==> config.mk <==
export PLATFORM = sky130hd
export DESIGN_NAME = gcode_line_word_lexer_flat
export DESIGN_NICKNAME = d
export VERILOG_FILES = /design/src/hdl/gll_pkg.sv /design/src/hdl/gll_in_if.sv /design/src/hdl/gll_out_if.sv /design/src/hdl/gll_lex_core.sv /design/src/hdl/gll_out_queue.sv /design/src/hdl/gcode_line_word_lexer.sv /design/src/flat_wrapper.sv
export SDC_FILE = /design/constraint.sdc
export NUM_CORES = 1
export LEC_CHECK = 0
export ABC_AREA = 1
export BUFFER_PORTS_ARGS = -buffer_cell sky130_fd_sc_hd__buf_4
export CELL_PAD_IN_SITES_DETAIL_PLACEMENT = 1
export CELL_PAD_IN_SITES_GLOBAL_PLACEMENT = 1
export CORE_MARGIN = 2
export CORE_UTILIZATION = 40
export CTS_CLUSTER_SIZE = 28
export DETAILED_ROUTE_END_ITERATION = 8
export PLACE_DENSITY_LB_ADDON = 0.1
export REMOVE_ABC_BUFFERS = 1
export SLEW_MARGIN = 20
export SYNTH_ARGS = -nofsm -noshare
export SYNTH_HDL_FRONTEND = slang
export SYNTH_HIERARCHICAL = 1
export SYNTH_SLANG_ARGS = --single-unit
==> constraint.sdc <==
create_clock -name clk_i -period 12.5 [get_ports clk_i]
set_input_delay 0 -clock clk_i [delete_from_list [all_inputs] [get_ports clk_i]]
set_output_delay 0 -clock clk_i [all_outputs]
set_load 0.05 [all_outputs]
==> src/hdl/gll_pkg.sv <==
// Shared constants, types and helper functions of the G-code word lexer.
`timescale 1ns / 1ps

package gll_pkg;

  localparam int FRACTION_DIGITS = 4;
  localparam int VALUE_BITS      = 40;
  localparam int QUEUE_DEPTH     = 3;

  typedef logic [VALUE_BITS-1:0] acc_t;

  localparam acc_t SAT_CAP     = acc_t'(1) << (VALUE_BITS - 1);
  localparam acc_t SAT_MAX     = SAT_CAP - acc_t'(1);
  localparam acc_t MUL10_LIMIT = SAT_CAP / 10;

  // Character codes
  localparam logic [7:0] CH_SLASH  = 8'h2F;
  localparam logic [7:0] CH_LPAREN = 8'h28;
  localparam logic [7:0] CH_SEMI   = 8'h3B;
  localparam logic [7:0] CH_MINUS  = 8'h2D;
  localparam logic [7:0] CH_POINT  = 8'h2E;
  localparam logic [7:0] CH_ZERO   = 8'h30;
  localparam logic [7:0] CH_NINE   = 8'h39;
  localparam logic [7:0] CH_UP_A   = 8'h41;
  localparam logic [7:0] CH_UP_Z   = 8'h5A;
  localparam logic [7:0] CH_LO_A   = 8'h61;
  localparam logic [7:0] CH_LO_Z   = 8'h7A;
  localparam logic [7:0] CASE_GAP  = 8'h20;

  typedef enum logic [2:0] {
    MODE_EXPECT    = 3'd0,
    MODE_INT       = 3'd1,
    MODE_FRAC      = 3'd2,
    MODE_COMMENT   = 3'd3,
    MODE_DELETED   = 3'd4,
    MODE_MALFORMED = 3'd5,
    MODE_BADNUM    = 3'd6
  } mode_e;

  typedef enum logic [2:0] {
    KIND_WORD      = 3'd0,
    KIND_LINE_OK   = 3'd1,
    KIND_DELETED   = 3'd2,
    KIND_MALFORMED = 3'd3,
    KIND_BADNUM    = 3'd4
  } kind_e;

  // Lexer state carried between characters
  typedef struct packed {
    mode_e      mode;
    logic [6:0] letter;
    acc_t       acc;
    logic       neg;
    logic [2:0] frac_cnt;
    logic       digit_seen;
    logic       first;
  } lex_state_t;

  // Lexer state at line start after reset
  localparam lex_state_t LEX_RESET = '{
    mode:       MODE_EXPECT,
    letter:     '0,
    acc:        '0,
    neg:        1'b0,
    frac_cnt:   '0,
    digit_seen: 1'b0,
    first:      1'b1
  };

  // One result item
  typedef struct packed {
    kind_e                  kind;
    logic [6:0]             letter;
    logic [VALUE_BITS-1:0]  value;
    logic                   last;
  } res_t;

  // Results produced by one accepted character
  typedef struct packed {
    logic [1:0] count;
    res_t       r0;
    res_t       r1;
  } push_t;

  // Powers of ten for digit weights
  function automatic logic [23:0] pow10(input logic [2:0] idx);
    logic [23:0] p;
    case (idx)
      3'd0:    p = 24'd1;
      3'd1:    p = 24'd10;
      3'd2:    p = 24'd100;
      3'd3:    p = 24'd1000;
      3'd4:    p = 24'd10000;
      3'd5:    p = 24'd100000;
      3'd6:    p = 24'd1000000;
      default: p = 24'd10000000;
    endcase
    return p;
  endfunction

endpackage

==> src/hdl/gll_in_if.sv <==
// Character channel: one raw line character per item.
`timescale 1ns / 1ps

interface gll_in_if;
  logic       valid;
  logic       ready;
  logic [7:0] char_code;
  logic       line_end;

  modport source (output valid, output char_code, output line_end, input ready);
  modport sink   (input valid, input char_code, input line_end, output ready);
endinterface

==> src/hdl/gll_out_if.sv <==
// Result channel: one word or line-closing result per item.
`timescale 1ns / 1ps

interface gll_out_if;
  logic                               valid;
  logic                               ready;
  logic [2:0]                         kind;
  logic [6:0]                         word_letter;
  logic signed [gll_pkg::VALUE_BITS-1:0] word_value;
  logic                               last_of_line;

  modport source (output valid, output kind, output word_letter, output word_value,
                  output last_of_line, input ready);
  modport sink   (input valid, input kind, input word_letter, input word_value,
                  input last_of_line, output ready);
endinterface

==> src/hdl/gll_lex_core.sv <==
// Lexer state registers and the per-character word scanning logic.
`timescale 1ns / 1ps

module gll_lex_core (
  input  logic            clk_i,
  input  logic            rst_ni,
  input  logic            accept_i,
  input  logic [7:0]      char_code_i,
  input  logic            line_end_i,
  output gll_pkg::push_t  push_o
);

  typedef struct packed {
    gll_pkg::lex_state_t st;
    logic                emit;
    gll_pkg::res_t       r;
  } close_t;

  gll_pkg::lex_state_t st_q, st_d;
  gll_pkg::push_t      push;

  // Saturating add, the sum never exceeds the cap
  function automatic gll_pkg::acc_t add_sat(input gll_pkg::acc_t a, input gll_pkg::acc_t b);
    gll_pkg::acc_t s;
    if (a >= gll_pkg::SAT_CAP || b > (gll_pkg::SAT_CAP - a)) begin
      s = gll_pkg::SAT_CAP;
    end else begin
      s = a + b;
    end
    return s;
  endfunction

  // Weight of one digit at a decimal position
  function automatic gll_pkg::acc_t digit_weight(input logic [3:0] d, input logic [2:0] pos);
    logic [27:0] prod;
    prod = 28'(d) * 28'(gll_pkg::pow10(pos));
    return gll_pkg::acc_t'(prod);
  endfunction

  // Drop the held word fields
  function automatic gll_pkg::lex_state_t clear_word(input gll_pkg::lex_state_t s);
    gll_pkg::lex_state_t o;
    o            = s;
    o.letter     = '0;
    o.acc        = '0;
    o.neg        = 1'b0;
    o.frac_cnt   = '0;
    o.digit_seen = 1'b0;
    return o;
  endfunction

  // Begin a word on a letter, anything else is malformed
  function automatic gll_pkg::lex_state_t start_word(input gll_pkg::lex_state_t s,
                                                     input logic [7:0] c);
    gll_pkg::lex_state_t o;
    o = s;
    if (c >= gll_pkg::CH_UP_A && c <= gll_pkg::CH_UP_Z) begin
      o        = clear_word(s);
      o.letter = c[6:0];
      o.mode   = gll_pkg::MODE_INT;
    end else begin
      o.mode = gll_pkg::MODE_MALFORMED;
    end
    return o;
  endfunction

  // End the number: emit the word or flag a bad number
  function automatic close_t close_number(input gll_pkg::lex_state_t s);
    close_t        o;
    gll_pkg::acc_t mag;
    o.st   = s;
    o.emit = 1'b0;
    o.r    = '0;
    mag    = s.acc;
    if (!s.digit_seen) begin
      o.st.mode = gll_pkg::MODE_BADNUM;
    end else begin
      o.emit     = 1'b1;
      o.r.kind   = gll_pkg::KIND_WORD;
      o.r.letter = s.letter;
      if (s.neg) begin
        o.r.value = ~mag + gll_pkg::acc_t'(1);
      end else if (mag > gll_pkg::SAT_MAX) begin
        o.r.value = gll_pkg::SAT_MAX;
      end else begin
        o.r.value = mag;
      end
      o.r.last  = 1'b0;
      o.st      = clear_word(s);
      o.st.mode = gll_pkg::MODE_EXPECT;
    end
    return o;
  endfunction

  // Scan one character against the current state
  always_comb begin
    logic [7:0]          c;
    logic                is_letter, is_digit, is_valid;
    logic [3:0]          d;
    logic [2:0]          fc_new;
    gll_pkg::acc_t       t;
    gll_pkg::lex_state_t s;
    close_t              cl;
    gll_pkg::res_t       fin;

    s      = st_q;
    push   = '0;
    cl     = '0;
    fin    = '0;
    t      = '0;
    fc_new = '0;
    c      = char_code_i;
    s.first = 1'b0;
    if (c >= gll_pkg::CH_LO_A && c <= gll_pkg::CH_LO_Z) begin
      c = c - gll_pkg::CASE_GAP;
    end
    is_letter = (c >= gll_pkg::CH_UP_A && c <= gll_pkg::CH_UP_Z);
    is_digit  = (c >= gll_pkg::CH_ZERO && c <= gll_pkg::CH_NINE);
    is_valid  = is_letter || is_digit || c == gll_pkg::CH_MINUS || c == gll_pkg::CH_POINT;
    d         = 4'(c - gll_pkg::CH_ZERO);

    if (st_q.first && c == gll_pkg::CH_SLASH) begin
      s.mode = gll_pkg::MODE_DELETED;
    end else if (s.mode inside {gll_pkg::MODE_EXPECT, gll_pkg::MODE_INT,
                                gll_pkg::MODE_FRAC}) begin
      if (c == gll_pkg::CH_LPAREN || c == gll_pkg::CH_SEMI) begin
        if (s.mode != gll_pkg::MODE_EXPECT) begin
          cl = close_number(s);
          s  = cl.st;
          if (cl.emit) begin
            push.r0    = cl.r;
            push.count = 2'd1;
          end
        end
        if (s.mode != gll_pkg::MODE_BADNUM) begin
          s.mode = gll_pkg::MODE_COMMENT;
        end
      end else if (is_valid) begin
        if (s.mode == gll_pkg::MODE_EXPECT) begin
          s = start_word(s, c);
        end else if (is_digit) begin
          if (s.mode == gll_pkg::MODE_INT) begin
            t = (s.acc > gll_pkg::MUL10_LIMIT) ? gll_pkg::SAT_CAP
                                                : (s.acc << 3) + (s.acc << 1);
            s.acc = add_sat(t, digit_weight(d, 3'(gll_pkg::FRACTION_DIGITS)));
          end else if (s.frac_cnt < 3'(gll_pkg::FRACTION_DIGITS)) begin
            fc_new     = s.frac_cnt + 3'd1;
            s.frac_cnt = fc_new;
            s.acc      = add_sat(s.acc,
                                 digit_weight(d, 3'(gll_pkg::FRACTION_DIGITS) - fc_new));
          end
          s.digit_seen = 1'b1;
        end else if (s.mode == gll_pkg::MODE_INT && c == gll_pkg::CH_POINT) begin
          s.mode = gll_pkg::MODE_FRAC;
        end else if (s.mode == gll_pkg::MODE_INT && c == gll_pkg::CH_MINUS &&
                     !s.digit_seen && !s.neg) begin
          s.neg = 1'b1;
        end else begin
          cl = close_number(s);
          s  = cl.st;
          if (cl.emit) begin
            push.r0    = cl.r;
            push.count = 2'd1;
          end
          if (s.mode == gll_pkg::MODE_EXPECT) begin
            s = start_word(s, c);
          end
        end
      end
    end

    // Close the line: flush an open number, then the closing result
    if (line_end_i) begin
      if (s.mode == gll_pkg::MODE_INT || s.mode == gll_pkg::MODE_FRAC) begin
        cl = close_number(s);
        s  = cl.st;
        if (cl.emit) begin
          push.r0    = cl.r;
          push.count = 2'd1;
        end
      end
      fin.last = 1'b1;
      case (s.mode)
        gll_pkg::MODE_DELETED:   fin.kind = gll_pkg::KIND_DELETED;
        gll_pkg::MODE_MALFORMED: fin.kind = gll_pkg::KIND_MALFORMED;
        gll_pkg::MODE_BADNUM:    fin.kind = gll_pkg::KIND_BADNUM;
        default:                 fin.kind = gll_pkg::KIND_LINE_OK;
      endcase
      if (push.count == 2'd0) begin
        push.r0 = fin;
      end else begin
        push.r1 = fin;
      end
      push.count = push.count + 2'd1;
      s          = clear_word(s);
      s.mode     = gll_pkg::MODE_EXPECT;
      s.first    = 1'b1;
    end

    st_d = s;
    if (!accept_i) begin
      push.count = 2'd0;
    end
  end

  // Advance the lexer state on each accepted item
  always_ff @(posedge clk_i or negedge rst_ni) begin
    if (!rst_ni) begin
      st_q <= gll_pkg::LEX_RESET;
    end else if (accept_i) begin
      st_q <= st_d;
    end
  end

  assign push_o = push;

endmodule

==> src/hdl/gll_out_queue.sv <==
// Three-slot result queue that takes up to two results per cycle.
`timescale 1ns / 1ps

module gll_out_queue (
  input  logic           clk_i,
  input  logic           rst_ni,
  input  gll_pkg::push_t push_i,
  input  logic           pop_i,
  output logic           has_room_o,
  output logic           valid_o,
  output gll_pkg::res_t  head_o
);

  gll_pkg::res_t slots_q [gll_pkg::QUEUE_DEPTH];
  gll_pkg::res_t slots_d [gll_pkg::QUEUE_DEPTH];
  logic [1:0]    cnt_q, cnt_d;
  logic [1:0]    base;
  logic          pop;

  assign pop  = pop_i && (cnt_q != 2'd0);
  assign base = cnt_q - {1'b0, pop};

  // Shift out the head, then append the new results
  always_comb begin
    slots_d[0] = pop ? slots_q[1] : slots_q[0];
    slots_d[1] = pop ? slots_q[2] : slots_q[1];
    slots_d[2] = slots_q[2];
    for (int i = 0; i < gll_pkg::QUEUE_DEPTH; i++) begin
      if (push_i.count != 2'd0 && base == 2'(i)) begin
        slots_d[i] = push_i.r0;
      end
      if (push_i.count == 2'd2 && 2'(base + 2'd1) == 2'(i)) begin
        slots_d[i] = push_i.r1;
      end
    end
    cnt_d = base + push_i.count;
  end

  // Hold the fill count
  always_ff @(posedge clk_i or negedge rst_ni) begin
    if (!rst_ni) begin
      cnt_q <= 2'd0;
    end else begin
      cnt_q <= cnt_d;
    end
  end

  // Hold the result payloads
  always_ff @(posedge clk_i) begin
    for (int i = 0; i < gll_pkg::QUEUE_DEPTH; i++) begin
      slots_q[i] <= slots_d[i];
    end
  end

  assign has_room_o = (cnt_q <= 2'd1);
  assign valid_o    = (cnt_q != 2'd0);
  assign head_o     = slots_q[0];

endmodule

==> src/hdl/gcode_line_word_lexer.sv <==
// Results: each result is written into the result queue and offered from its head.
// Throughput: one character per cycle while the result queue has room; a character that closes a word and the line
//   at once yields two results, so the three-slot result queue then holds input back until results drain.
// Reset: asynchronous, active low; the lexer returns to line start, queue empties.
// Top level of the G-code line word lexer.
`timescale 1ns / 1ps

module gcode_line_word_lexer (
  input  logic      clk_i,
  input  logic      rst_ni,
  gll_in_if.sink    items_i,
  gll_out_if.source words_o
);

  gll_pkg::push_t push;
  gll_pkg::res_t  head;
  logic           has_room;
  logic           accept;

  assign items_i.ready = has_room;
  assign accept        = items_i.valid && has_room;

  gll_lex_core u_core (
    .clk_i       (clk_i),
    .rst_ni      (rst_ni),
    .accept_i    (accept),
    .char_code_i (items_i.char_code),
    .line_end_i  (items_i.line_end),
    .push_o      (push)
  );

  gll_out_queue u_queue (
    .clk_i      (clk_i),
    .rst_ni     (rst_ni),
    .push_i     (push),
    .pop_i      (words_o.ready),
    .has_room_o (has_room),
    .valid_o    (words_o.valid),
    .head_o     (head)
  );

  // Drive the result channel from the queue head
  assign words_o.kind         = head.kind;
  assign words_o.word_letter  = head.letter;
  assign words_o.word_value   = head.value;
  assign words_o.last_of_line = head.last;

endmodule

==> src/flat_wrapper.sv <==
// flat-port wrapper written by rule: the top's interface ports become plain ports
module gcode_line_word_lexer_flat 
  (clk_i, rst_ni, items_i_valid, items_i_char_code, items_i_line_end, items_i_ready, words_o_valid, words_o_kind, words_o_word_letter, words_o_word_value, words_o_last_of_line, words_o_ready);
  gll_in_if items_i_i ();
  gll_out_if words_o_i ();
  input  logic clk_i;
  input  logic rst_ni;
  input wire logic [$bits(items_i_i.valid)-1:0] items_i_valid;
  input wire logic [$bits(items_i_i.char_code)-1:0] items_i_char_code;
  input wire logic [$bits(items_i_i.line_end)-1:0] items_i_line_end;
  output wire logic [$bits(items_i_i.ready)-1:0] items_i_ready;
  output wire logic [$bits(words_o_i.valid)-1:0] words_o_valid;
  output wire logic [$bits(words_o_i.kind)-1:0] words_o_kind;
  output wire logic [$bits(words_o_i.word_letter)-1:0] words_o_word_letter;
  output wire logic [$bits(words_o_i.word_value)-1:0] words_o_word_value;
  output wire logic [$bits(words_o_i.last_of_line)-1:0] words_o_last_of_line;
  input wire logic [$bits(words_o_i.ready)-1:0] words_o_ready;
  assign items_i_i.valid = items_i_valid;
  assign items_i_i.char_code = items_i_char_code;
  assign items_i_i.line_end = items_i_line_end;
  assign items_i_ready = items_i_i.ready;
  assign words_o_valid = words_o_i.valid;
  assign words_o_kind = words_o_i.kind;
  assign words_o_word_letter = words_o_i.word_letter;
  assign words_o_word_value = words_o_i.word_value;
  assign words_o_last_of_line = words_o_i.last_of_line;
  assign words_o_i.ready = words_o_ready;
  gcode_line_word_lexer u_core (.clk_i(clk_i), .rst_ni(rst_ni), .items_i(items_i_i), .words_o(words_o_i));
endmodule
# Yosys cells after proc, flatten, opt, wreduce, memory -nomap -nowiden
# Memory sizes are Yosys's and may differ from the RTL's.
# Cells that the tools add are included.
dict set report totals {
  reg_bits 58
  output_inout_bits 53
  romBits 0
  memories 1
  input_bits 13
  ramBits 153
  latch_bits 0
  wordCells 219
}
# memory depth word_bits read_ports rd_ports_with_merged_regs write_ports line_no
set memory_table {}
lappend memory_table {u_core.u_queue.slots_q 3 51 3 0 3 gll_out_queue.sv:14} ;# gll_pkg::res_t slots_q [gll_pkg::QUEUE_DEPTH];
dict set report classes {
  eq_ne 24
  addsub 15
  n_reduce_logical 35
  shift 0
  n_lt_le_gt_ge 15
  muxes 117
  div_mod_pow 0
  n_bitwise 2
  multipliers 2
}
# op n
set ops {}
lappend ops {{105-bit two-way mux} 16}
lappend ops {{56-bit two-way mux} 20}
lappend ops {{53-bit two-way mux} 10}
lappend ops {{51-bit two-way mux} 10}
lappend ops {{52-bit two-way mux} 8}
lappend ops {{40-bit two-way mux} 10}
lappend ops {{24-bit two-way mux} 15}
lappend ops {{24-bit one-hot mux with 7 select lines} 1}
lappend ops {{104-bit two-way mux} 1}
lappend ops {{40-bit by 1-bit adder with 40-bit output (second input constant)} 2}
lappend ops {{40-bit by 28-bit adder with 40-bit output} 2}
lappend ops {{40-bit >= comparator (second input constant)} 2}
lappend ops {{28-bit by 40-bit > comparator with 1-bit output} 2}
lappend ops {{40-bit by 39-bit > comparator with 1-bit output (second input constant)} 2}
lappend ops {{40-bit inverter} 2}
lappend ops {{40-bit subtractor (first input constant)} 2}
lappend ops {{4-bit by 24-bit multiplier with 28-bit output} 2}
lappend ops {{50-bit two-way mux} 1}
lappend ops {{3-bit two-way mux} 16}
lappend ops {{40-bit adder} 1}
lappend ops {{8-bit by 6-bit equality test with 1-bit output (second input constant)} 5}
lappend ops {{40-bit by 36-bit > comparator with 1-bit output (second input constant)} 1}
lappend ops {{3-bit equality test (second input constant)} 6}
lappend ops {{8-bit by 7-bit >= comparator with 1-bit output (second input constant)} 2}
lappend ops {{31 further kinds} 71}

# Longest topological paths before layout
dict set report depth {
  ltp_word 50
  ltp_mapped 78
  mapped_depth_nobuf 77
}

# Hierarchy
# The synthesis kept the hierarchy.
# module instances area_each_um2 cells_per_inst seq_area_each_um2
set by_module_without_submodules {}
lappend by_module_without_submodules {gll_lex_core 1 20886.3 3737 1402.6}
lappend by_module_without_submodules {gll_out_queue 1 8585.7 987 4644.5}
lappend by_module_without_submodules {gcode_line_word_lexer 1 7.5 2 0.0}

# Least setup slack after synthesis
# No wires, ideal clock.
dict set report synth_timing {
  path_kind {flip-flop to flip-flop}
  startpoint {register u_core/u_core/st_q[4] (netlist bit)}
  endpoint {memory u_core/u_queue/slots_q[0][76] (netlist bit) (data pin)}
  path_slack_ps 3232
  stages_incl_launch_ff 71
  t_required_ps 12246
  arrival_time_ps 9014
  setup_ps 254
  n_path_buf 1
  synth_period_minus_slack_ps 9268
  path_cell_list {dfrtp_1 > inv_1 > clkbuf_1 > ha_1 > or2_2 > nand2_1 > inv_1 > nor2_1 > inv_1 > nand2_1 > inv_1 > nand3_1 > inv_1 > nor2_1 > nor2_1 > fa_1 > inv_1 > fa_1 > [... 35 more ...] > nand2_1 > o21ai_2 > inv_2 > ha_1 > nand3_1 > nor2_2 > nand2_2 > inv_2 > nand2_2 > nand2_1 > a21oi_1 > nand2_1 > nand2_1 > nand2_1 > inv_1 > nand3_1 > nand3_1 > nand2_1}
}
# element line_no
set synth_lines {}
lappend synth_lines {{from (decl)} gll_lex_core.sv:19} ;# gll_pkg::lex_state_t st_q, st_d;
lappend synth_lines {{from (signal assigned)} gll_lex_core.sv:209} ;# st_q <= gll_pkg::LEX_RESET;
lappend synth_lines {{from (signal assigned)} gll_lex_core.sv:211} ;# st_q <= st_d;
lappend synth_lines {{to (decl)} gll_out_queue.sv:14}

==> metrics.md <==
| Metric | Value |
|---|---|
| Run status | `complete, no violations` |
| Clock buffer depth | `3` |
| Rows | `99` |
| Post-synth EDFFs | `153` |
| Drt via density | `5.714` |
| CP max stage delay | `530 ps` |
| Cells after Synth | `4726` |
| DP Wirelength | `97.24 mm` |
| Max_cap viols | `0` |
| Pwr Density | `219.2 nW/um2` |
| Leak pwr | `15.65 nW` |
| Share of cells above drive strength 1 | `7.078%` |
| Multi-input logic area | `19610 um2` |
| Layout Skew | `12.42 ps` |
| Number of detailed-route iterations in the first pass | `6` |
| Die outline width | `275.5 um` |
| Area of placed instances | `30250 um2` |
| Part of the cycle the worst path needs | `90.61%` |
| Worst slew pin tran | `1112 ps` |
| Worst Reg-to-Reg Cells | `68` |
| Clock root cell | `clkbuf_16` |
| Congestion Overflow GR | `0` |
| Seq/Total Area, Yosys | `20.51%` |
| Worst Hold End | `u_core/u_core/st_q[0]` |
| CP Max Fanout | `8` |
| Hold_ws | `19.41 ps` |
| Ys Warns | `6` |
| Mean Syn Cell Area | `6.238 um2` |
| Most Frequent Cell on Critical Path | `nand2_1` |
| Seq cells post-synth | `211` |
| Tot GR Track Use | `32.79%` |
| Full die area | `75890 um2` |
| TritonCTS buffer count | `24` |
| Synthesis-to-layout area growth | `5.411%` |
| Diode count | `0` |
| Async SR Flop Fraction | `27.49%` |
| # IOs | `66` |
| Startpoint type of the worst setup path | `flip-flop` |
| Vias in the first global route | `31770` |
| Overall Power | `6.812 mW` |
| CTS tree | `built` |
| Fin cells | `5607` |
| Reg clk slew, reported paths | `70 ps` |
| Synth unique cells | `63` |
| Worst Hold Depth | `3` |
| Wire per inst | `22.48 um` |
| Global-route wire length before repair | `193.3 mm` |
| Hold_sp | `items_i_line_end` |
| Core area | `72960 um2` |
| Later-pin clock latency in the skew report | `560 ps` |
| CTS HTree Levels | `1` |
| Reg2reg end | `u_core/u_queue/slots_q[0][86]` |
| Crit path arrival time | `11630 ps` |
| Setup violators final | `0` |
| RSZ-0062 raised after global routing | `false` |
| Total negative slack | `0 ps` |
| Hold Crit Class | `in -> reg` |
| R2r setup slk | `1170 ps` |
| Setup CP Type | `reg -> reg` |
| Fin area | `31070 um2` |
| WL final | `126.1 mm` |
| Clk sink count | `211` |
| Largest net degree at the start of global routing | `85` |
| DRT iter0 DRCs | `2685` |
| # DRC | `0` |
| Headroom to the max-slew limit | `25.85%` |
| Via count | `32040` |
| Mapped Area | `29480 um2` |
| Critical Path Slowest Stage Cell | `fa_1` |
| Initial antenna violation count | `2` |
| Slew Limit Fails | `0` |
| Port Buf Inserts | `65` |
| Final hold violation count | `0` |
| Max Fclk | `88.29 MHz` |
| Fillers | `9881` |
| Post-synth top flop | `edfxtp_1` |
| Layout net count | `4872` |
| Initial core utilization | `40.41%` |
| Required time worst endpoint | `12800 ps` |
| DP Cell Count | `5556` |
| Peak VDD IR | `0.0004112 V` |
| Reg-to-reg startpoint | `u_core/u_core/st_q[4]` |
| Period minus WS final | `11330 ps` |
| Crit end category | `flip-flop` |
| Routed Antenna Nets | `0` |
| Chip Height | `275.5 um` |
| Final Wtd Congestion | `0.9685` |
| FF+latch area | `6048 um2` |
==> power breakdown <==
part           internal [mW]  total, mW  leakage (nW)  switching [mW]
logic                   1.33       4.97          13.0            3.64
registers               1.00       1.12          2.25           0.121
clock network          0.389      0.718         0.374           0.329
total                   2.73       6.81          15.7            4.09
==> state kept, by name, summed over array words and instances (netlist names) <==
| signal | flops |
|---|---|
| u_core/u_queue/slots_q | 153 |
| u_core/u_core/st_q | 56 |
| u_core/u_queue/cnt_q | 2 |
==> routing by layer <==
metal | wire (um) | up-vias | part of all wire, % | GRT usage [%]
li1 | - | 15200 | - | -
met1 | 59640 | 15700 | 47 | 48.11
met2 | 55300 | 969 | 44 | 51.43
met3 | 8136 | 172 | 6.5 | 3.845
met4 | 2964 | 2 | 2.4 | 6.970
met5 | 13 | - | 0.010 | 0
==> how the worst max path moves through the flow <==
stage | start | end | slack [ps] | depth (start not counted)
finish | u_core/u_core/st_q[4] | u_core/u_queue/slots_q[0][86] | 1170 | 68
global route | u_core/u_core/st_q[4] | u_core/u_queue/slots_q[0][84] | 100 | 70
CTS | u_core/u_core/st_q[4] | u_core/u_queue/slots_q[0][89] | 850 | 70
detailed placement | u_core/u_core/st_q[4] | u_core/u_queue/slots_q[0][89] | 910 | 70
global placement | u_core/u_core/st_q[4] | u_core/u_queue/slots_q[0][84] | 1350 | 70
floorplan | items_i_char_code[2] | u_core/u_queue/slots_q[0][100] | 310 | 32
==> per-stage QoR <==
stage	utilization (%)	setup slack, ps
after detailed placement	41.46	911.1
after global routing	42.59	95.88
after floorplan	-	306.9
after global placement	41.45	1355
final	42.59	1174
after CTS	42.53	850.2
==> critical path, delay by kind of cell, from the launching register on <==
family / cells / cell delay, ps
simple gates: 40 / 5270
fa+ha+maj: 6 / 2220
compound gates: 9 / 1740
buf+inv: 12 / 1250
flops: 1 / 480
xor+xnor: 1 / 100
==> timing repair <==
| item | 4_1_cts | 5_1_grt |
|---|---|---|
| hold endpoints to repair | 58 | 0 |
| hold buffers | 3 | 0 |
| gates resized for setup | 0 | 5 |
| setup buffers | 0 | 3 |
| endpoints found under the setup margin | 0 | 108 |
==> cell usage after synthesis, drive strengths merged (7+ instances only) <==
cell type,instances,area share [%]
o21bai,12,0.31
a21boi,9,0.23
a31oi,8,0.17
o21ai,177,3.2
a21oi,303,5.3
dfrtp,57,4.8
edfxtp,153,16
clkinv,11,0.14
o31ai,8,0.22
nor4,11,0.23
fa,40,2.7
nand3b,7,0.18
o22ai,68,1.4
inv,662,8.4
buf,166,3.8
clkbuf,126,1.6
xnor2,24,0.71
ha,189,8.0
nand2,1229,16
xor2,134,4.0
nand3,568,10
nor3,62,1.2
nor2,489,6.7
a22oi,27,0.69
o211ai,13,0.35
nand4,120,2.5
o21a,12,0.31
==> area by class of cell <==
cell class	count	area share, %
Inverter	673	8.141
Clock inverter	14	0.3584
Timing Repair inverter	1	0.01611
Sequential cell	211	19.46
Tap cell	959	3.861
Multi-Input combinational cell	3596	63.09
Timing Repair Buffer	123	2.996
Clock buffer	30	2.074
==> kinds of logic after synthesis <==
family / Yosys count / synth area share [%]
buffers and inverters: 965 / 14.01
DFF: 211 / 20.51
AOI/OAI and AO/OA: 665 / 12.98
other: 2 / 0.02548
and+or+nand+nor: 2496 / 37.03
adders and majority gates: 229 / 10.74
xor gates and xnor gates: 158 / 4.694
==> cell usage in the layout, fill, tap and decap left out, drive strengths merged, types with 9 or more instances in the layout <==
cell type / netlist / final
ha: 189 / 189
nand2: 1229 / 1229
conb: 2 / 48
o22ai: 68 / 68
clkinv: 11 / 22
a22oi: 27 / 27
xnor2: 24 / 24
a21oi: 303 / 303
o211ai: 13 / 13
edfxtp: 153 / 153
buf: 166 / 120
clkbuf: 126 / 30
nor2: 489 / 489
nand3: 568 / 568
dfrtp: 57 / 57
fa: 40 / 40
nor3: 62 / 62
o21ai: 177 / 177
inv: 662 / 662
a21boi: 9 / 9
nand4: 120 / 120
nor4: 11 / 11
xor2: 134 / 134
o21a: 12 / 12
o21bai: 12 / 12
(Power assumes the default switching activity.)
